File: src/s5hs_pkg.sv
// package for the socks5 handshake parser
// holds the phase encoding, command and result kind codes and the request descriptor
// used by socks5_handshake_parser and s5hs_emit
package s5hs_pkg;

    localparam int CmdWidth   = 2;
    localparam int KindWidth  = 3;
    localparam int ByteWidth  = 8;
    localparam int PortWidth  = 16;
    localparam int BeatWidth  = 4;

    localparam logic [CmdWidth-1:0] CMD_BYTE = 2'd0;
    localparam logic [CmdWidth-1:0] CMD_OK   = 2'd1;
    localparam logic [CmdWidth-1:0] CMD_FAIL = 2'd2;
    localparam logic [CmdWidth-1:0] CMD_CLOSE = 2'd3;

    localparam logic [KindWidth-1:0] KIND_REPLY = 3'd0;
    localparam logic [KindWidth-1:0] KIND_HOST  = 3'd1;
    localparam logic [KindWidth-1:0] KIND_DONE  = 3'd2;
    localparam logic [KindWidth-1:0] KIND_RELAY = 3'd3;
    localparam logic [KindWidth-1:0] KIND_EARLY = 3'd4;
    localparam logic [KindWidth-1:0] KIND_CLOSE = 3'd5;

    localparam logic [ByteWidth-1:0] VER5       = 8'h05;
    localparam logic [ByteWidth-1:0] NO_AUTH    = 8'h00;
    localparam logic [ByteWidth-1:0] NO_METHOD  = 8'hFF;
    localparam logic [ByteWidth-1:0] REQ_CONN   = 8'h01;
    localparam logic [ByteWidth-1:0] ATYP_IPV4  = 8'h01;
    localparam logic [ByteWidth-1:0] ATYP_NAME  = 8'h03;
    localparam logic [ByteWidth-1:0] REP_OK     = 8'h00;
    localparam logic [ByteWidth-1:0] REP_REFUSE = 8'h05;
    localparam logic [ByteWidth-1:0] REP_BADCMD = 8'h07;
    localparam logic [ByteWidth-1:0] REP_BADATYP = 8'h08;

    localparam logic [BeatWidth-1:0] METHOD_LEN = 4'd2;
    localparam logic [BeatWidth-1:0] REPLY_LEN  = 4'd10;
    localparam logic [BeatWidth-1:0] IPV4_LEN   = 4'd4;

    typedef enum logic [13:0] {
        PH_MVER       = 14'b00000000000001,
        PH_MNUM       = 14'b00000000000010,
        PH_MLIST      = 14'b00000000000100,
        PH_RVER       = 14'b00000000001000,
        PH_RCMD       = 14'b00000000010000,
        PH_RRSV       = 14'b00000000100000,
        PH_ATYP       = 14'b00000001000000,
        PH_DLEN       = 14'b00000010000000,
        PH_ADDR       = 14'b00000100000000,
        PH_PHI        = 14'b00001000000000,
        PH_PLO        = 14'b00010000000000,
        PH_CONNECTING = 14'b00100000000000,
        PH_CONNECTED  = 14'b01000000000000,
        PH_CLOSED     = 14'b10000000000000
    } t_phase;

    // results of one request: nrep reply bytes, then an optional tail result
    typedef struct packed {
        logic [BeatWidth-1:0] nrep;
        logic [ByteWidth-1:0] code;
        logic                 tail;
        logic [KindWidth-1:0] tail_kind;
        logic [ByteWidth-1:0] tail_value;
        logic [PortWidth-1:0] tail_port;
        logic                 tail_ak;
    } t_desc;

endpackage

File: src/s5hs_emit.sv
// result sequencer for the socks5 handshake parser
// holds one request descriptor and plays out its result beats
// depends on s5hs_pkg
module s5hs_emit (
    input  logic                            i_clk,
    input  logic                            i_rst_n,
    input  logic                            i_load,
    input  s5hs_pkg::t_desc                 i_desc,
    output logic                            o_free,
    output logic                            o_tvalid,
    input  logic                            i_tready,
    output logic [s5hs_pkg::KindWidth-1:0]  o_kind,
    output logic [s5hs_pkg::ByteWidth-1:0]  o_value,
    output logic [s5hs_pkg::PortWidth-1:0]  o_port,
    output logic                            o_ak,
    output logic                            o_last
);

    s5hs_pkg::t_desc                  r_desc;
    logic                             r_valid;
    logic [s5hs_pkg::BeatWidth-1:0]   r_beat;
    logic                             n_valid;
    logic [s5hs_pkg::BeatWidth-1:0]   n_beat;
    logic                             w_in_reply;

    assign w_in_reply = r_beat < r_desc.nrep;

    always_comb begin
        o_kind  = r_desc.tail_kind;
        o_value = r_desc.tail_value;
        o_port  = r_desc.tail_port;
        o_ak    = r_desc.tail_ak;
        if (w_in_reply) begin
            o_kind  = s5hs_pkg::KIND_REPLY;
            o_port  = '0;
            o_ak    = 1'b0;
            if (r_beat == 4'd0) begin
                o_value = s5hs_pkg::VER5;
            end else if (r_beat == 4'd1) begin
                o_value = r_desc.code;
            end else if (r_beat == 4'd3) begin
                o_value = s5hs_pkg::ATYP_IPV4;
            end else begin
                o_value = '0;
            end
        end
        if (r_desc.tail) begin
            o_last = (r_beat == r_desc.nrep);
        end else begin
            o_last = (r_beat == r_desc.nrep - 4'd1);
        end
    end

    assign o_tvalid = r_valid;
    assign o_free   = !r_valid || (i_tready && o_last);

    always_comb begin
        n_valid = r_valid;
        n_beat  = r_beat;
        if (i_load) begin
            n_valid = 1'b1;
            n_beat  = '0;
        end else if (r_valid && i_tready) begin
            if (o_last) begin
                n_valid = 1'b0;
            end else begin
                n_beat = r_beat + 4'd1;
            end
        end
    end

    always_ff @(posedge i_clk) begin
        if (!i_rst_n) begin
            r_valid <= 1'b0;
            r_beat  <= '0;
        end else begin
            r_valid <= n_valid;
            r_beat  <= n_beat;
        end
    end

    always_ff @(posedge i_clk) begin
        if (i_load) begin
            r_desc <= i_desc;
        end
    end

endmodule

File: src/socks5_handshake_parser.sv
// socks5 server handshake parser, top level
// decodes client bytes and partner events, hands result requests to s5hs_emit
// depends on s5hs_pkg and s5hs_emit
//
//  channel  dir  tdata                                          tuser       tlast
//  s_axis   in   [7:0] byte_in                                  [1:0] cmd   -
//  m_axis   out  [7:0] value [23:8] dest_port [24] addr_kind    [2:0] kind  last
//
// one input item is accepted per cycle when it causes at most one result and the output does not stall
// an item causing n results holds the input while the sequencer plays them out
// input ready follows the sequencer: free, or emitting its final beat this cycle
// reset (synchronous, active low) returns to the method version phase
module socks5_handshake_parser (
    input  logic        i_clk,
    input  logic        i_rst_n,
    input  logic        s_axis_tvalid,
    output logic        s_axis_tready,
    input  logic [7:0]  s_axis_tdata,   // [7:0] byte_in
    input  logic [1:0]  s_axis_tuser,   // [1:0] cmd
    output logic        m_axis_tvalid,
    input  logic        m_axis_tready,
    output logic [31:0] m_axis_tdata,   // [7:0] value, [23:8] dest_port, [24] addr_kind
    output logic [2:0]  m_axis_tuser,   // [2:0] kind
    output logic        m_axis_tlast
);

    s5hs_pkg::t_phase               r_phase, n_phase;
    logic [7:0]                     r_methods_left, n_methods_left;
    logic                           r_no_auth, n_no_auth;
    logic                           r_bad_ver, n_bad_ver;
    logic                           r_bad_cmd, n_bad_cmd;
    logic                           r_is_name, n_is_name;
    logic [7:0]                     r_addr_left, n_addr_left;
    logic [7:0]                     r_port_high, n_port_high;

    s5hs_pkg::t_desc                w_desc;
    logic                           w_have;
    logic                           w_accept;
    logic                           w_free;
    logic [7:0]                     w_b;
    logic                           w_seen;
    logic [7:0]                     w_dec;
    logic [s5hs_pkg::KindWidth-1:0] w_kind;
    logic [s5hs_pkg::ByteWidth-1:0] w_value;
    logic [s5hs_pkg::PortWidth-1:0] w_port;
    logic                           w_ak;

    assign w_b           = s_axis_tdata;
    assign s_axis_tready = w_free;
    assign w_accept      = s_axis_tvalid && w_free;

    always_comb begin
        n_phase        = r_phase;
        n_methods_left = r_methods_left;
        n_no_auth      = r_no_auth;
        n_bad_ver      = r_bad_ver;
        n_bad_cmd      = r_bad_cmd;
        n_is_name      = r_is_name;
        n_addr_left    = r_addr_left;
        n_port_high    = r_port_high;
        w_desc         = '0;
        w_seen         = r_no_auth || (w_b == s5hs_pkg::NO_AUTH);
        w_dec          = '0;

        if (r_phase == s5hs_pkg::PH_CLOSED) begin
            w_desc = '0;
        end else if (s_axis_tuser == s5hs_pkg::CMD_CLOSE) begin
            w_desc.tail      = 1'b1;
            w_desc.tail_kind = s5hs_pkg::KIND_CLOSE;
            n_phase          = s5hs_pkg::PH_CLOSED;
        end else if (s_axis_tuser == s5hs_pkg::CMD_OK) begin
            if (r_phase == s5hs_pkg::PH_CONNECTING) begin
                w_desc.nrep = s5hs_pkg::REPLY_LEN;
                w_desc.code = s5hs_pkg::REP_OK;
                n_phase     = s5hs_pkg::PH_CONNECTED;
            end
        end else if (s_axis_tuser == s5hs_pkg::CMD_FAIL) begin
            if (r_phase == s5hs_pkg::PH_CONNECTING) begin
                w_desc.nrep      = s5hs_pkg::REPLY_LEN;
                w_desc.code      = s5hs_pkg::REP_REFUSE;
                w_desc.tail      = 1'b1;
                w_desc.tail_kind = s5hs_pkg::KIND_CLOSE;
                n_phase          = s5hs_pkg::PH_CLOSED;
            end
        end else begin
            case (r_phase)
                s5hs_pkg::PH_MVER: begin
                    n_bad_ver = (w_b != s5hs_pkg::VER5);
                    n_phase   = s5hs_pkg::PH_MNUM;
                end
                s5hs_pkg::PH_MNUM: begin
                    if (r_bad_ver) begin
                        w_desc.tail      = 1'b1;
                        w_desc.tail_kind = s5hs_pkg::KIND_CLOSE;
                        n_phase          = s5hs_pkg::PH_CLOSED;
                    end else begin
                        n_methods_left = w_b;
                        n_no_auth      = 1'b0;
                        if (w_b == 8'd0) begin
                            w_desc.nrep      = s5hs_pkg::METHOD_LEN;
                            w_desc.code      = s5hs_pkg::NO_METHOD;
                            w_desc.tail      = 1'b1;
                            w_desc.tail_kind = s5hs_pkg::KIND_CLOSE;
                            n_phase          = s5hs_pkg::PH_CLOSED;
                        end else begin
                            n_phase = s5hs_pkg::PH_MLIST;
                        end
                    end
                end
                s5hs_pkg::PH_MLIST: begin
                    w_dec          = r_methods_left - 8'd1;
                    n_no_auth      = w_seen;
                    n_methods_left = w_dec;
                    if (w_dec == 8'd0) begin
                        w_desc.nrep = s5hs_pkg::METHOD_LEN;
                        if (w_seen) begin
                            w_desc.code = s5hs_pkg::NO_AUTH;
                            n_phase     = s5hs_pkg::PH_RVER;
                        end else begin
                            w_desc.code      = s5hs_pkg::NO_METHOD;
                            w_desc.tail      = 1'b1;
                            w_desc.tail_kind = s5hs_pkg::KIND_CLOSE;
                            n_phase          = s5hs_pkg::PH_CLOSED;
                        end
                    end
                end
                s5hs_pkg::PH_RVER: begin
                    n_bad_ver = (w_b != s5hs_pkg::VER5);
                    n_phase   = s5hs_pkg::PH_RCMD;
                end
                s5hs_pkg::PH_RCMD: begin
                    n_bad_cmd = (w_b != s5hs_pkg::REQ_CONN);
                    n_phase   = s5hs_pkg::PH_RRSV;
                end
                s5hs_pkg::PH_RRSV: begin
                    n_phase = s5hs_pkg::PH_ATYP;
                end
                s5hs_pkg::PH_ATYP: begin
                    if (r_bad_ver) begin
                        w_desc.tail      = 1'b1;
                        w_desc.tail_kind = s5hs_pkg::KIND_CLOSE;
                        n_phase          = s5hs_pkg::PH_CLOSED;
                    end else if (r_bad_cmd) begin
                        w_desc.nrep      = s5hs_pkg::REPLY_LEN;
                        w_desc.code      = s5hs_pkg::REP_BADCMD;
                        w_desc.tail      = 1'b1;
                        w_desc.tail_kind = s5hs_pkg::KIND_CLOSE;
                        n_phase          = s5hs_pkg::PH_CLOSED;
                    end else if (w_b == s5hs_pkg::ATYP_IPV4) begin
                        n_is_name   = 1'b0;
                        n_addr_left = {4'd0, s5hs_pkg::IPV4_LEN};
                        n_phase     = s5hs_pkg::PH_ADDR;
                    end else if (w_b == s5hs_pkg::ATYP_NAME) begin
                        n_is_name = 1'b1;
                        n_phase   = s5hs_pkg::PH_DLEN;
                    end else begin
                        w_desc.nrep      = s5hs_pkg::REPLY_LEN;
                        w_desc.code      = s5hs_pkg::REP_BADATYP;
                        w_desc.tail      = 1'b1;
                        w_desc.tail_kind = s5hs_pkg::KIND_CLOSE;
                        n_phase          = s5hs_pkg::PH_CLOSED;
                    end
                end
                s5hs_pkg::PH_DLEN: begin
                    n_addr_left = w_b;
                    n_phase     = (w_b == 8'd0) ? s5hs_pkg::PH_PHI : s5hs_pkg::PH_ADDR;
                end
                s5hs_pkg::PH_ADDR: begin
                    w_dec             = r_addr_left - 8'd1;
                    w_desc.tail       = 1'b1;
                    w_desc.tail_kind  = s5hs_pkg::KIND_HOST;
                    w_desc.tail_value = w_b;
                    w_desc.tail_ak    = r_is_name;
                    n_addr_left       = w_dec;
                    if (w_dec == 8'd0) begin
                        n_phase = s5hs_pkg::PH_PHI;
                    end
                end
                s5hs_pkg::PH_PHI: begin
                    n_port_high = w_b;
                    n_phase     = s5hs_pkg::PH_PLO;
                end
                s5hs_pkg::PH_PLO: begin
                    w_desc.tail      = 1'b1;
                    w_desc.tail_kind = s5hs_pkg::KIND_DONE;
                    w_desc.tail_port = {r_port_high, w_b};
                    w_desc.tail_ak   = r_is_name;
                    n_phase          = s5hs_pkg::PH_CONNECTING;
                end
                s5hs_pkg::PH_CONNECTING: begin
                    w_desc.tail       = 1'b1;
                    w_desc.tail_kind  = s5hs_pkg::KIND_EARLY;
                    w_desc.tail_value = w_b;
                end
                s5hs_pkg::PH_CONNECTED: begin
                    w_desc.tail       = 1'b1;
                    w_desc.tail_kind  = s5hs_pkg::KIND_RELAY;
                    w_desc.tail_value = w_b;
                end
                default: begin
                    n_phase = r_phase;
                end
            endcase
        end
        w_have = (w_desc.nrep != '0) || w_desc.tail;
    end

    always_ff @(posedge i_clk) begin
        if (!i_rst_n) begin
            r_phase        <= s5hs_pkg::PH_MVER;
            r_methods_left <= '0;
            r_no_auth      <= 1'b0;
            r_bad_ver      <= 1'b0;
            r_bad_cmd      <= 1'b0;
            r_is_name      <= 1'b0;
            r_addr_left    <= '0;
            r_port_high    <= '0;
        end else if (w_accept) begin
            r_phase        <= n_phase;
            r_methods_left <= n_methods_left;
            r_no_auth      <= n_no_auth;
            r_bad_ver      <= n_bad_ver;
            r_bad_cmd      <= n_bad_cmd;
            r_is_name      <= n_is_name;
            r_addr_left    <= n_addr_left;
            r_port_high    <= n_port_high;
        end
    end

    s5hs_emit u_emit (
        .i_clk    (i_clk),
        .i_rst_n  (i_rst_n),
        .i_load   (w_accept && w_have),
        .i_desc   (w_desc),
        .o_free   (w_free),
        .o_tvalid (m_axis_tvalid),
        .i_tready (m_axis_tready),
        .o_kind   (w_kind),
        .o_value  (w_value),
        .o_port   (w_port),
        .o_ak     (w_ak),
        .o_last   (m_axis_tlast)
    );

    assign m_axis_tuser = w_kind;
    assign m_axis_tdata = {7'd0, w_ak, w_port, w_value};

endmodule

File: config.mk
export PLATFORM = sky130hd
export DESIGN_NAME = socks5_handshake_parser
export DESIGN_NICKNAME = d
export VERILOG_FILES = /design/src/s5hs_pkg.sv /design/src/s5hs_emit.sv /design/src/socks5_handshake_parser.sv
export SDC_FILE = /design/constraint.sdc
export NUM_CORES = 1
export LEC_CHECK = 0
export BUFFER_PORTS_ARGS = -buffer_cell sky130_fd_sc_hd__buf_4
export CORE_UTILIZATION = 35
export DETAILED_ROUTE_END_ITERATION = 7
export PLACE_DENSITY_LB_ADDON = 0.15
export SYNTH_ARGS = -nofsm -noshare
export SYNTH_HDL_FRONTEND = slang
export SYNTH_HIERARCHICAL = 1
export SYNTH_SLANG_ARGS = --single-unit
File: constraint.sdc
create_clock -name i_clk -period 4.4 [get_ports i_clk]
set_input_delay 0.22 -clock i_clk [delete_from_list [all_inputs] [get_ports i_clk]]
set_output_delay 0.22 -clock i_clk [all_outputs]
set_load 0.005 [all_outputs]
======== Yosys cells after proc, flatten, opt, wreduce, memory -nomap -nowiden ========
Index checks and enable logic that the tools add are counted.
W data, S select, Z words.
storage, ports and cells
  output and inout port bits .............. 38
  input bits .............................. 14
  logic and storage cells ................. 167
  register bits after elaboration ......... 88
operators by class
  reductions and logical operators ........ 37
  bitwise operators ....................... 11
  equal/unequal tests ..................... 33
  add/sub/neg operators ................... 4
  multiplexer cells ....................... 63
  $lt $le $gt $ge ......................... 1
operators with widths
  operator                count
  $mux W14                16
  $pmux W14 S11           1
  $mux W16                7
  $mux W8                 9
  $mux W25                2
  $mux W12                4
  $mux W41                1
  $pmux W12 S3            1
  $mux W29                1
  $pmux W4 S7             1
  $logic_not A8 Y1        3
  $pmux W8 S3             1
  $mux W10                2
  $reduce_and A6 Y1       3
  $reduce_and A9 Y1       2
  $mux W4                 4
  $pmux W8 S2             1
  $sub A8 B1 Y8 const B   2
  $reduce_or A5 Y1        3
  $eq A14 B1 Y1 const B   1
  $eq A14 B10 Y1 const B  1
  $eq A14 B11 Y1 const B  1
  $eq A14 B12 Y1 const B  1
  $eq A14 B13 Y1 const B  1
  40 further kinds        80

======== Logic depth before layout (Yosys ltp) ========
Gate-level depths: netlist (run 1).
  word-level depth ........................ 15
  depth in mapped cells ................... 14
  depth with buffers taken out ............ 12

======== Modules after synthesis ========
Netlist (run 1), hierarchy kept.
modules (own cells, without submodules)
  module                   area an instance (µm²)  cells each  instances
  socks5_handshake_parser  3448.3                  450         1
  s5hs_emit                2004.4                  143         1

======== Least setup slack after synthesis (run 1) ========
No wires, ideal clock.
  path kind ............................... reg-to-reg
  start ................................... register r_methods_left[0]
  end ..................................... register u_emit/r_beat[0] in the netlist's numbering
  arrival ................................. 3.002 ns
  stages on the path, launching flop included .. 13
  path buffers ............................ 0
  setup time .............................. 0.115 ns
  setup slack ............................. 1.283 ns
  required time ........................... 4.285 ns
  cell sequence ........................... dfxtp_1 inv_1 ha_1 or3b_1 xnor2_1 o2111ai_1 nor4_1 and3b_1 a21oi_1 o21ba_2 inv_1 nand2_1 nor2_1
RTL lines
  item                    RTL line                        text
  from (decl)             socks5_handshake_parser.sv:28   logic [7:0] r_methods_left, n_methods_left;
  from (signal assigned)  socks5_handshake_parser.sv:220  r_methods_left <= n_methods_left;
  to (signal assigned)    s5hs_emit.sv:78                 r_beat <= n_beat;
  to (decl)               s5hs_emit.sv:21                 logic [s5hs_pkg::BeatWidth-1:0] r_beat;

==> results of run 1 <==
[cell type report]
| type | instances | area share |
|---|---|---|
| Clock buffer | 9 | 0.0367 |
| Inverter | 24 | 0.0147 |
| Tap cell | 188 | 0.0383 |
| Sequential cell | 88 | 0.354 |
| Multi-Input combinational cell | 451 | 0.488 |
| Clock inverter | 7 | 0.00876 |
| Timing Repair Buffer | 49 | 0.0599 |
[per-stage QoR]
step | instance area [um^2] | util | std cells | power [W] | hold WS [ns]
detailed placement | 5860 | 0.386 | 800 | 0.00114 | 0.458
global route | 6140 | 0.404 | 816 | 0.00193 | 0.203
global placement | 5860 | 0.386 | 800 | 0.00114 | 0.452
finish | 6140 | 0.404 | 816 | 0.00186 | 0.195
floorplan | 5480 | - | 601 | 0.00108 | 0.374
CTS | 6140 | 0.404 | 816 | 0.00188 | 0.181
[routing by layer]
metal,vias up,global-route usage,share of wire
li1,2162,-,-
met1,2049,0.230,0.49
met2,86,0.270,0.46
met3,13,0.0308,0.037
met4,0,0.0693,0.014
met5,-,0,0
[cell usage after synthesis (3+ instances only)]
| library cell | number |
|---|---|
| sky130_fd_sc_hd__ha_1 | 16 |
| sky130_fd_sc_hd__nand3_1 | 18 |
| sky130_fd_sc_hd__or4_1 | 3 |
| sky130_fd_sc_hd__and3_1 | 6 |
| sky130_fd_sc_hd__inv_1 | 24 |
| sky130_fd_sc_hd__edfxtp_1 | 41 |
| sky130_fd_sc_hd__nor4b_1 | 5 |
| sky130_fd_sc_hd__xnor2_1 | 8 |
| sky130_fd_sc_hd__a21o_1 | 4 |
| sky130_fd_sc_hd__a21boi_0 | 16 |
| sky130_fd_sc_hd__nand2_1 | 68 |
| sky130_fd_sc_hd__a21boi_1 | 4 |
| sky130_fd_sc_hd__nor2_1 | 44 |
| sky130_fd_sc_hd__nor4_1 | 9 |
| sky130_fd_sc_hd__nor2b_1 | 28 |
| sky130_fd_sc_hd__nor3b_1 | 6 |
| sky130_fd_sc_hd__nand2b_1 | 9 |
| sky130_fd_sc_hd__buf_2 | 11 |
| sky130_fd_sc_hd__o2111ai_1 | 4 |
| sky130_fd_sc_hd__o211a_1 | 5 |
| sky130_fd_sc_hd__nand4_1 | 9 |
| sky130_fd_sc_hd__a21oi_1 | 14 |
| sky130_fd_sc_hd__or3_1 | 6 |
| sky130_fd_sc_hd__mux2i_1 | 20 |
| sky130_fd_sc_hd__clkbuf_1 | 12 |
| sky130_fd_sc_hd__o21ai_0 | 18 |
| sky130_fd_sc_hd__nor3_1 | 14 |
| sky130_fd_sc_hd__nand3b_1 | 3 |
| sky130_fd_sc_hd__buf_4 | 11 |
| sky130_fd_sc_hd__and2_1 | 29 |
| sky130_fd_sc_hd__nor4_4 | 3 |
| sky130_fd_sc_hd__dfxtp_1 | 47 |
| sky130_fd_sc_hd__o211ai_1 | 8 |
| sky130_fd_sc_hd__o41ai_1 | 3 |
| sky130_fd_sc_hd__o21a_1 | 8 |
| sky130_fd_sc_hd__xor2_1 | 6 |
[worst min-delay path, cell delays in order]
cell and delay, ns:
sky130_fd_sc_hd__buf_4 0.15, sky130_fd_sc_hd__nand3_1 0.06, sky130_fd_sc_hd__a21boi_0 0.06
[state kept, by name, indices dropped and copies added, names as in the netlist]
signal           count
r_methods_left       8
r_bad_cmd            1
r_port_high          8
r_bad_ver            1
r_no_auth            1
u_emit/r_beat        4
r_is_name            1
r_addr_left          8
u_emit/o_tvalid      1
u_emit/r_desc       41
r_phase             14
[kinds of logic (layout without fill, tap and decap cells)]
| kind of cell | count (synthesis) | in the layout | synth area share |
|---|---|---|---|
| simple gates | 282 | 282 | 0.295 |
| fa+ha+maj | 16 | 16 | 0.0367 |
| flops | 88 | 88 | 0.398 |
| compound gates | 107 | 107 | 0.144 |
| other cells | 1 | 9 | 0.000688 |
| mux | 22 | 22 | 0.0408 |
| xor+xnor | 15 | 15 | 0.0266 |
| buf+inv | 62 | 89 | 0.0576 |
[worst max path at each step]
stage | endpoint | slack [ns] | cells after the start
3_3_place_gp | u_emit/r_desc[7] | 1.00 | 8
5_1_grt | u_emit/r_desc[13] | 0.49 | 8
3_5_place_dp | u_emit/r_desc[8] | 0.89 | 8
2_1_floorplan | u_emit/r_beat[0] | 1.28 | 12
4_1_cts | u_emit/r_desc[13] | 0.87 | 8
6_report | u_emit/r_desc[13] | 0.91 | 8
[report_power, final]
group          total (W)  switching [W]  leakage [nW]  internal, W
combinational   0.000219       0.000128          1.55    0.0000908
clock           0.000730       0.000343         0.140     0.000388
sequential      0.000906      0.0000214         0.767     0.000885
total            0.00186       0.000492          2.46      0.00136
==> results.md, run 1 <==
- The run finished with clean final reports.
- The number of pins exceeding their max-slew limit in the final report came to 0.
- Summing all flip-flop and latch instances after layout gives 2170 um^2.
- In this run the count of I/O pins placed on the die edge is 52.
- The peak per-stage delay on the critical path is 0.52 ns.
- In the post-synthesis netlist, the biggest area contributors are sky130_fd_sc_hd__edfxtp_1 (23%), sky130_fd_sc_hd__dfxtp_1 (17%), sky130_fd_sc_hd__nand2_1 (4.7%), sky130_fd_sc_hd__ha_1 (3.7%), sky130_fd_sc_hd__mux2i_1 (3.7%).
- The path type of the worst min-delay path is input pin to flop.
- The detailed placement HPWL is 9650 um.
- The total number of yosys warnings is 6.
- The total leakage power is between 2 and 2.5 nW.
- Setup repair after global routing left no endpoint under its margin.
- The first detailed-routing pass took 4 iterations.
- In the final routed layout, each cell accounts on average for 16.1 um.
- After synthesis the netlist holds a flip-flop and latch count of 88.
- The initial antenna violation count is 0.
- The final clock period utilization by the worst path is 0.794.
- The clock arrives with 0.00769 ns of skew.
- The shortest period the worst path allows is 3.49 ns.
- The number of buffers on the longest clock path is 2.
- The kind of end point of the critical path is a flop.
- At the end of the flow, the number of nets in the layout was 653.
- The remaining max-slew budget at the tightest pin is 0.334.
- The worst register-to-register path begins at r_phase[11].
- The final RePlAce weighted congestion is 0.879.
- The path with the worst hold slack has its endpoint at r_port_high[4].
- After detailed routing, the total wire length is roughly 13000 um.
- Buffers inserted to repair hold after CTS numbered 0.
- The die boundary width is between 100 and 150 um.
- The cell count after synthesis is 593.
- The via count of the first global-routing pass was 4124.
- Counting the buffers created by CTS gives 9.
- Prior to clock tree synthesis, the placed netlist has a worst setup slack of 0.893 ns.
- The multi-input combinational cells in the finished layout cover a total of 3000 um^2.
- The global-route wire length before repair is 21500 um.
- The count of endpoints failing hold in the final timing report is 0.
- In this run the most critical hold path is launched from s_axis_tdata[4].
- The fraction of registers with async set or reset after synthesis is 0.
- Along the worst hold path, the cell count comes to 3.
- Derived from the worst setup path, the maximum achievable clock frequency is around 290 MHz.
- The share of the Yosys chip area taken by registers is 0.398.
- The initial core utilization is 0.359.
- Across every metal layer, demand over resource in global routing totals 0.171.
- STA puts the critical path data arrival time at 3.53 ns.
- The number of setup buffers added after CTS is 0.
- The class of the most critical setup path is flop to flop.
- The maximum fanout along the worst path is 21.
- The flip-flop cell with the highest count after synthesis is sky130_fd_sc_hd__dfxtp_1.
- The critical path buffer and inverter count is 1.
- Of the cells placed in the final design, the portion with a size suffix greater than 1 is 0.142.
- The total negative slack for setup checks is 0 ns.
- The number of resized instances in the post-cts repair step is 0.
- Across the run, the number of max-cap violations was 0.
- The minimum setup slack among reg-to-reg paths is 0.91 ns.
- Once detail routing completed, the nets flagged for antenna violations numbered 0.
- Counting cells, the worst reg-to-reg path comes to 8.
- The clock tree from TritonCTS is done.
- Summing over every cut layer, the via total after detailed routing is 4310.
- The beginning of the critical path is r_phase[11].
- Setup violations remaining at the end of the flow were counted as 0.
- The die covers 16100 um^2.
- Of the post-synthesis cell area, the dominant cell type holds 0.226.
- The clock tree root buffer cell is sky130_fd_sc_hd__clkbuf_16.
- In this run the critical register-to-register path is captured at u_emit/r_desc[13].
- The commonest non-fill, non-tap cell in the layout is sky130_fd_sc_hd__nand2_1.
- The post-synthesis cell area is ~5500 um^2.
- The number of fill cells is around 1.5k.
- The biggest area consumer among synthesized cells is sky130_fd_sc_hd__edfxtp_1.
- Grouping stages by cell kind, the critical path spends the most delay in simple AND/OR/NAND/NOR gates.
- For this run, design rule violations remaining after detail routing come to 0.
- The clock-pin slew of the registers on the worst-case setup and hold paths is approximately 0.070 ns.
- The setup slack after layout is 0.906 ns.
- VDD sags by at most 188 uV.
- 0 antenna diodes ended up in the layout.
- The area growth from synthesis to layout is 12.6%.
- The vertical die dimension is 127 um.
- The worst setup path is launched from a flop.
- Counting flops with a built-in enable in the synthesized netlist gives 41.
- In this run, distinct cell masters in the synthesized netlist total between 70 and 80.
- The H-tree generated during clock tree synthesis spans 3 levels.
- Entering global routing, the biggest net connects 49 pins.
- For the pin with the worst max-slew slack, the measured transition is 0.985 ns.
- For this design the ratio of total power to cell area is 302 nW/um^2.
- After detailed routing, the number of vias per cell comes to 5.28.
- Traced cell by cell, the critical path runs through nor4_4, nand3_1, or2_1, nor4_1, and3b_1, a21oi_1, o21ba_2, buf_4.
- The count of port buffers added during placement is 44.
- The number of rows created at floorplan is 45.
- The core area is 15200 um^2.
- In the layout the commonest cells are sky130_fd_sc_hd__nand2_1 (68), sky130_fd_sc_hd__buf_4 (49), sky130_fd_sc_hd__dfxtp_1 (47).
- The required time of the critical path is around 4.4 ns.
- For the worst-skew pair, the clock arrives at the later sink with an insertion delay of 0.35 ns.
- The violation count after the first detailed-route iteration is 361.
- The clock drives 88 sinks.
- The mean cell area of the mapped netlist is 9.20 um^2.
- The global route total overflow is 0.
- On the critical path, the stage with the largest delay is an instance of sky130_fd_sc_hd__or2_1.
Note: power is estimated with default switching activity, not from simulation.
==> run 2, diff against run 1 <==
- clock period: 4.4 -> 2.91 ns (I/O delays scaled with it)
==> run 2 against run 1 <==
- power is 60% higher
- sequential power is 50% higher
- wire length is 2.4% higher
- first-iteration DRC count is 11% lower
- sequential share of layout area is 2.6 points lower
- fmax is 21% higher
- hold slack worse by 0.074 ns
- critical endpoint is now r_phase[13]
- largest cell class unchanged
==> results.md, run 2 (synthesized netlist as in run 1, its figures left out) <==
- The number of flip-flops in the largest register is 41 (unchanged).
- Registers with the highest flip-flop counts: u_emit/r_desc (41), r_phase (14) (unchanged).
- The endpoint arrival time on the critical path came to 3.09 ns (was 3.53 ns).
- The final setup violation count came to 0 (unchanged).
- The total I/O pin count is 52 (unchanged).
- The commonest non-fill, non-tap cell in the layout is sky130_fd_sc_hd__buf_4 (was sky130_fd_sc_hd__nand2_1).
- The final net count is 699 (was 653).
- The initial antenna violation count came to 0 (unchanged).
- The clock-pin slew of the registers on the worst-case setup and hold paths came to 0.07 ns (about the same).
- The startpoint type of the worst setup path is a flop (unchanged).
- The number of buffers on the longest clock path was 2 (unchanged).
- The post-place instance area is 6220 um^2 (was 5860 um^2).
- The number of rows created at floorplan is 45 (unchanged).
- The wire length per cell was 15.6 um (was 16.1 um).
- The die footprint is 16100 um^2 (unchanged).
- The die boundary width is 127 um (unchanged).
- The total power consumption of the routed design came to 0.00297 W (was 0.00186 W).
- The detailed-route via count was 4484 (was 4310).
- The power density normalized to cell area is 449 nW/um^2 (was 302 nW/um^2).
- The count of endpoints failing hold in the final timing report is 0 (unchanged).
- The initial core utilization came to 0.359 (unchanged).
- The kind of end point of the critical path is a flop (unchanged).
- The pin count of the biggest net entering global routing was 49 (unchanged).
- The clock tree root buffer cell is sky130_fd_sc_hd__clkbuf_16 (unchanged).
- The post-detailed-route count of antenna-violating nets is 0 (unchanged).
- The total non-filler cell area in the finished layout was 6630 um^2 (was 6140 um^2).
- The total leakage power came to 2.73 nW (was 2.46 nW).
- The required time of the critical path is 3.12 ns (was 4.44 ns).
- The later-pin clock latency in the skew report was 0.35 ns (about the same).
- The fraction of layout cells with a size suffix above 1 is 0.214 (was 0.142).
- The shortest period the worst path allows is 2.88 ns (was 3.49 ns).
- The maximum fanout along the worst path is 11 (was 21).
- The path type of the worst min-delay path is input pin to flop (unchanged).
- The cts-stage hold buffer count came to 0 (unchanged).
- The overall routed net length is 13500 um (was 13200 um).
- The global route total overflow was 0 (unchanged).
- The level count of the clock H-tree is 3 (unchanged).
- The clock tree from TritonCTS is done (unchanged).
- The global-route wire length before repair came to 22100 um (was 21500 um).
- The highest attainable clock frequency came to 347 MHz (was 286 MHz).
- The detailed-route vias per instance is 5.20 (was 5.28).
- The synthesis-to-finish area growth was 21.5% (was 12.6%).
- The largest voltage drop on the vdd net is 259 uV (was 188 uV).
- The core area is 15200 um^2 (unchanged).
- The final RePlAce weighted congestion is 0.845 (was 0.879).
- The final clock period utilization by the worst path is 0.989 (was 0.794).
- The TritonCTS sink count was 88 (unchanged).
- The worst-case clock skew is 0.0103 ns (was 0.00769 ns).
- The overall routing resource usage is 0.175 (was 0.171).
- The register ranked first by flip-flop count is u_emit/r_desc (unchanged).
- The vertical die dimension is 127 um (unchanged).
- The number of fill cells is 1507 (was 1539).
- The count of unresolved DRC violations after routing is 0 (unchanged).
- The via count of the first global-routing pass is 4288 (was 4124).
- The detailed placement HPWL is 10000 um (was 9650 um).
- The number of buffers created by CTS is 9 (unchanged).
- Run status: completed (unchanged).
- The detailed-router iteration count before antenna repair came to 6 (was 4).
- The number of pins exceeding their max-slew limit in the final report is 0 (unchanged).
- Most frequent cells in the layout: sky130_fd_sc_hd__buf_4 (89), sky130_fd_sc_hd__nand2_1 (66), sky130_fd_sc_hd__dfxtp_1 (47) (was sky130_fd_sc_hd__nand2_1 (68), sky130_fd_sc_hd__buf_4 (49), sky130_fd_sc_hd__dfxtp_1 (47)).
- Setup repair after global routing missed its margin: yes (was no).
- The violation count after the first detailed-route iteration is 321 (was 361).
- The total of max-cap violations is 0 (unchanged).
- The class of the most critical setup path is flop to flop (unchanged).
- The count of port buffers added during placement is 44 (unchanged).
- The count of antenna diodes in the layout is 0 (unchanged).
## run 2: cell count changes in the layout (fill, tap and decap cells not counted), sizes merged
cell      previous run  this run
clkinvlp             0         1
clkbuf               9        10
buf                 49        95
bufinv               0         1
inv                 26        27
clkinv               5         1
## run 2: routing by layer
metal  track usage  part of all wire
met3        0.0236             0.031
met1         0.230              0.48
met5             0                 0
met4        0.0651             0.016
met2         0.292              0.47
## run 2: cell type report
cell class	count	area [um^2]	area share
Timing Repair Buffer	95	779	0.118
Sequential cell	88	2170	0.328
Multi-Input combinational cell	451	3040	0.459
Clock buffer	10	229	0.0346
Clock inverter	6	75.1	0.0113
Inverter	24	90.1	0.0136
Tap cell	188	235	0.0355
## run 2: power by group
group          total (W)  switching, W  internal (W)
Sequential       0.00136     0.0000252       0.00134
Combinational   0.000409      0.000217      0.000192
Clock            0.00120      0.000521      0.000680
## run 2: repair_timing
| item | 4_1_cts | 5_1_grt |
|---|---|---|
| setup endpoints to repair | 12 | 85 |
| gates resized for setup | 1 | 11 |
| pin swaps | 1 | 4 |
| setup buffers | 2 | 4 |
## run 2: through the flow
step / instances / setup TNS, ns / util / worst slack (ns) / hold WS, ns
floorplan: 601 / 0 / - / 0.00652 / 0.299
global placement: 840 / -0.192 / 0.409 / -0.0404 / 0.453
detailed placement: 840 / -0.472 / 0.409 / -0.0717 / 0.455
CTS: 858 / 0 / 0.430 / 0.0133 / 0.115
global route: 862 / -0.747 / 0.436 / -0.0887 / 0.131
finish: 862 / 0 / 0.436 / 0.0306 / 0.121
## run 2: path summary, 6_finish.rpt
kind | from | end | slack (ns) | cells past startpoint
max reg2reg | u_emit/r_desc[37] | r_phase[13] | 0.03 | 13
max | u_emit/r_desc[37] | r_phase[13] | 0.03 | 13
min reg2reg | r_port_high[4] | r_port_high[4] | 0.46 | 2
min | s_axis_tdata[3] | r_port_high[3] | 0.12 | 3
## run 2: critical path: stages (launching register included)
cell                       delay (ns)
sky130_fd_sc_hd__edfxtp_1        0.37
sky130_fd_sc_hd__inv_1           0.05
sky130_fd_sc_hd__ha_1            0.30
sky130_fd_sc_hd__xor2_1          0.16
sky130_fd_sc_hd__nand3_2         0.12
sky130_fd_sc_hd__or2_4           0.27
sky130_fd_sc_hd__a31oi_4         0.19
sky130_fd_sc_hd__nand2_2         0.09
sky130_fd_sc_hd__a211o_1         0.34
sky130_fd_sc_hd__a221oi_2        0.26
sky130_fd_sc_hd__o31ai_2         0.13
sky130_fd_sc_hd__o21a_2          0.18
sky130_fd_sc_hd__buf_12          0.16
sky130_fd_sc_hd__mux2i_1         0.12
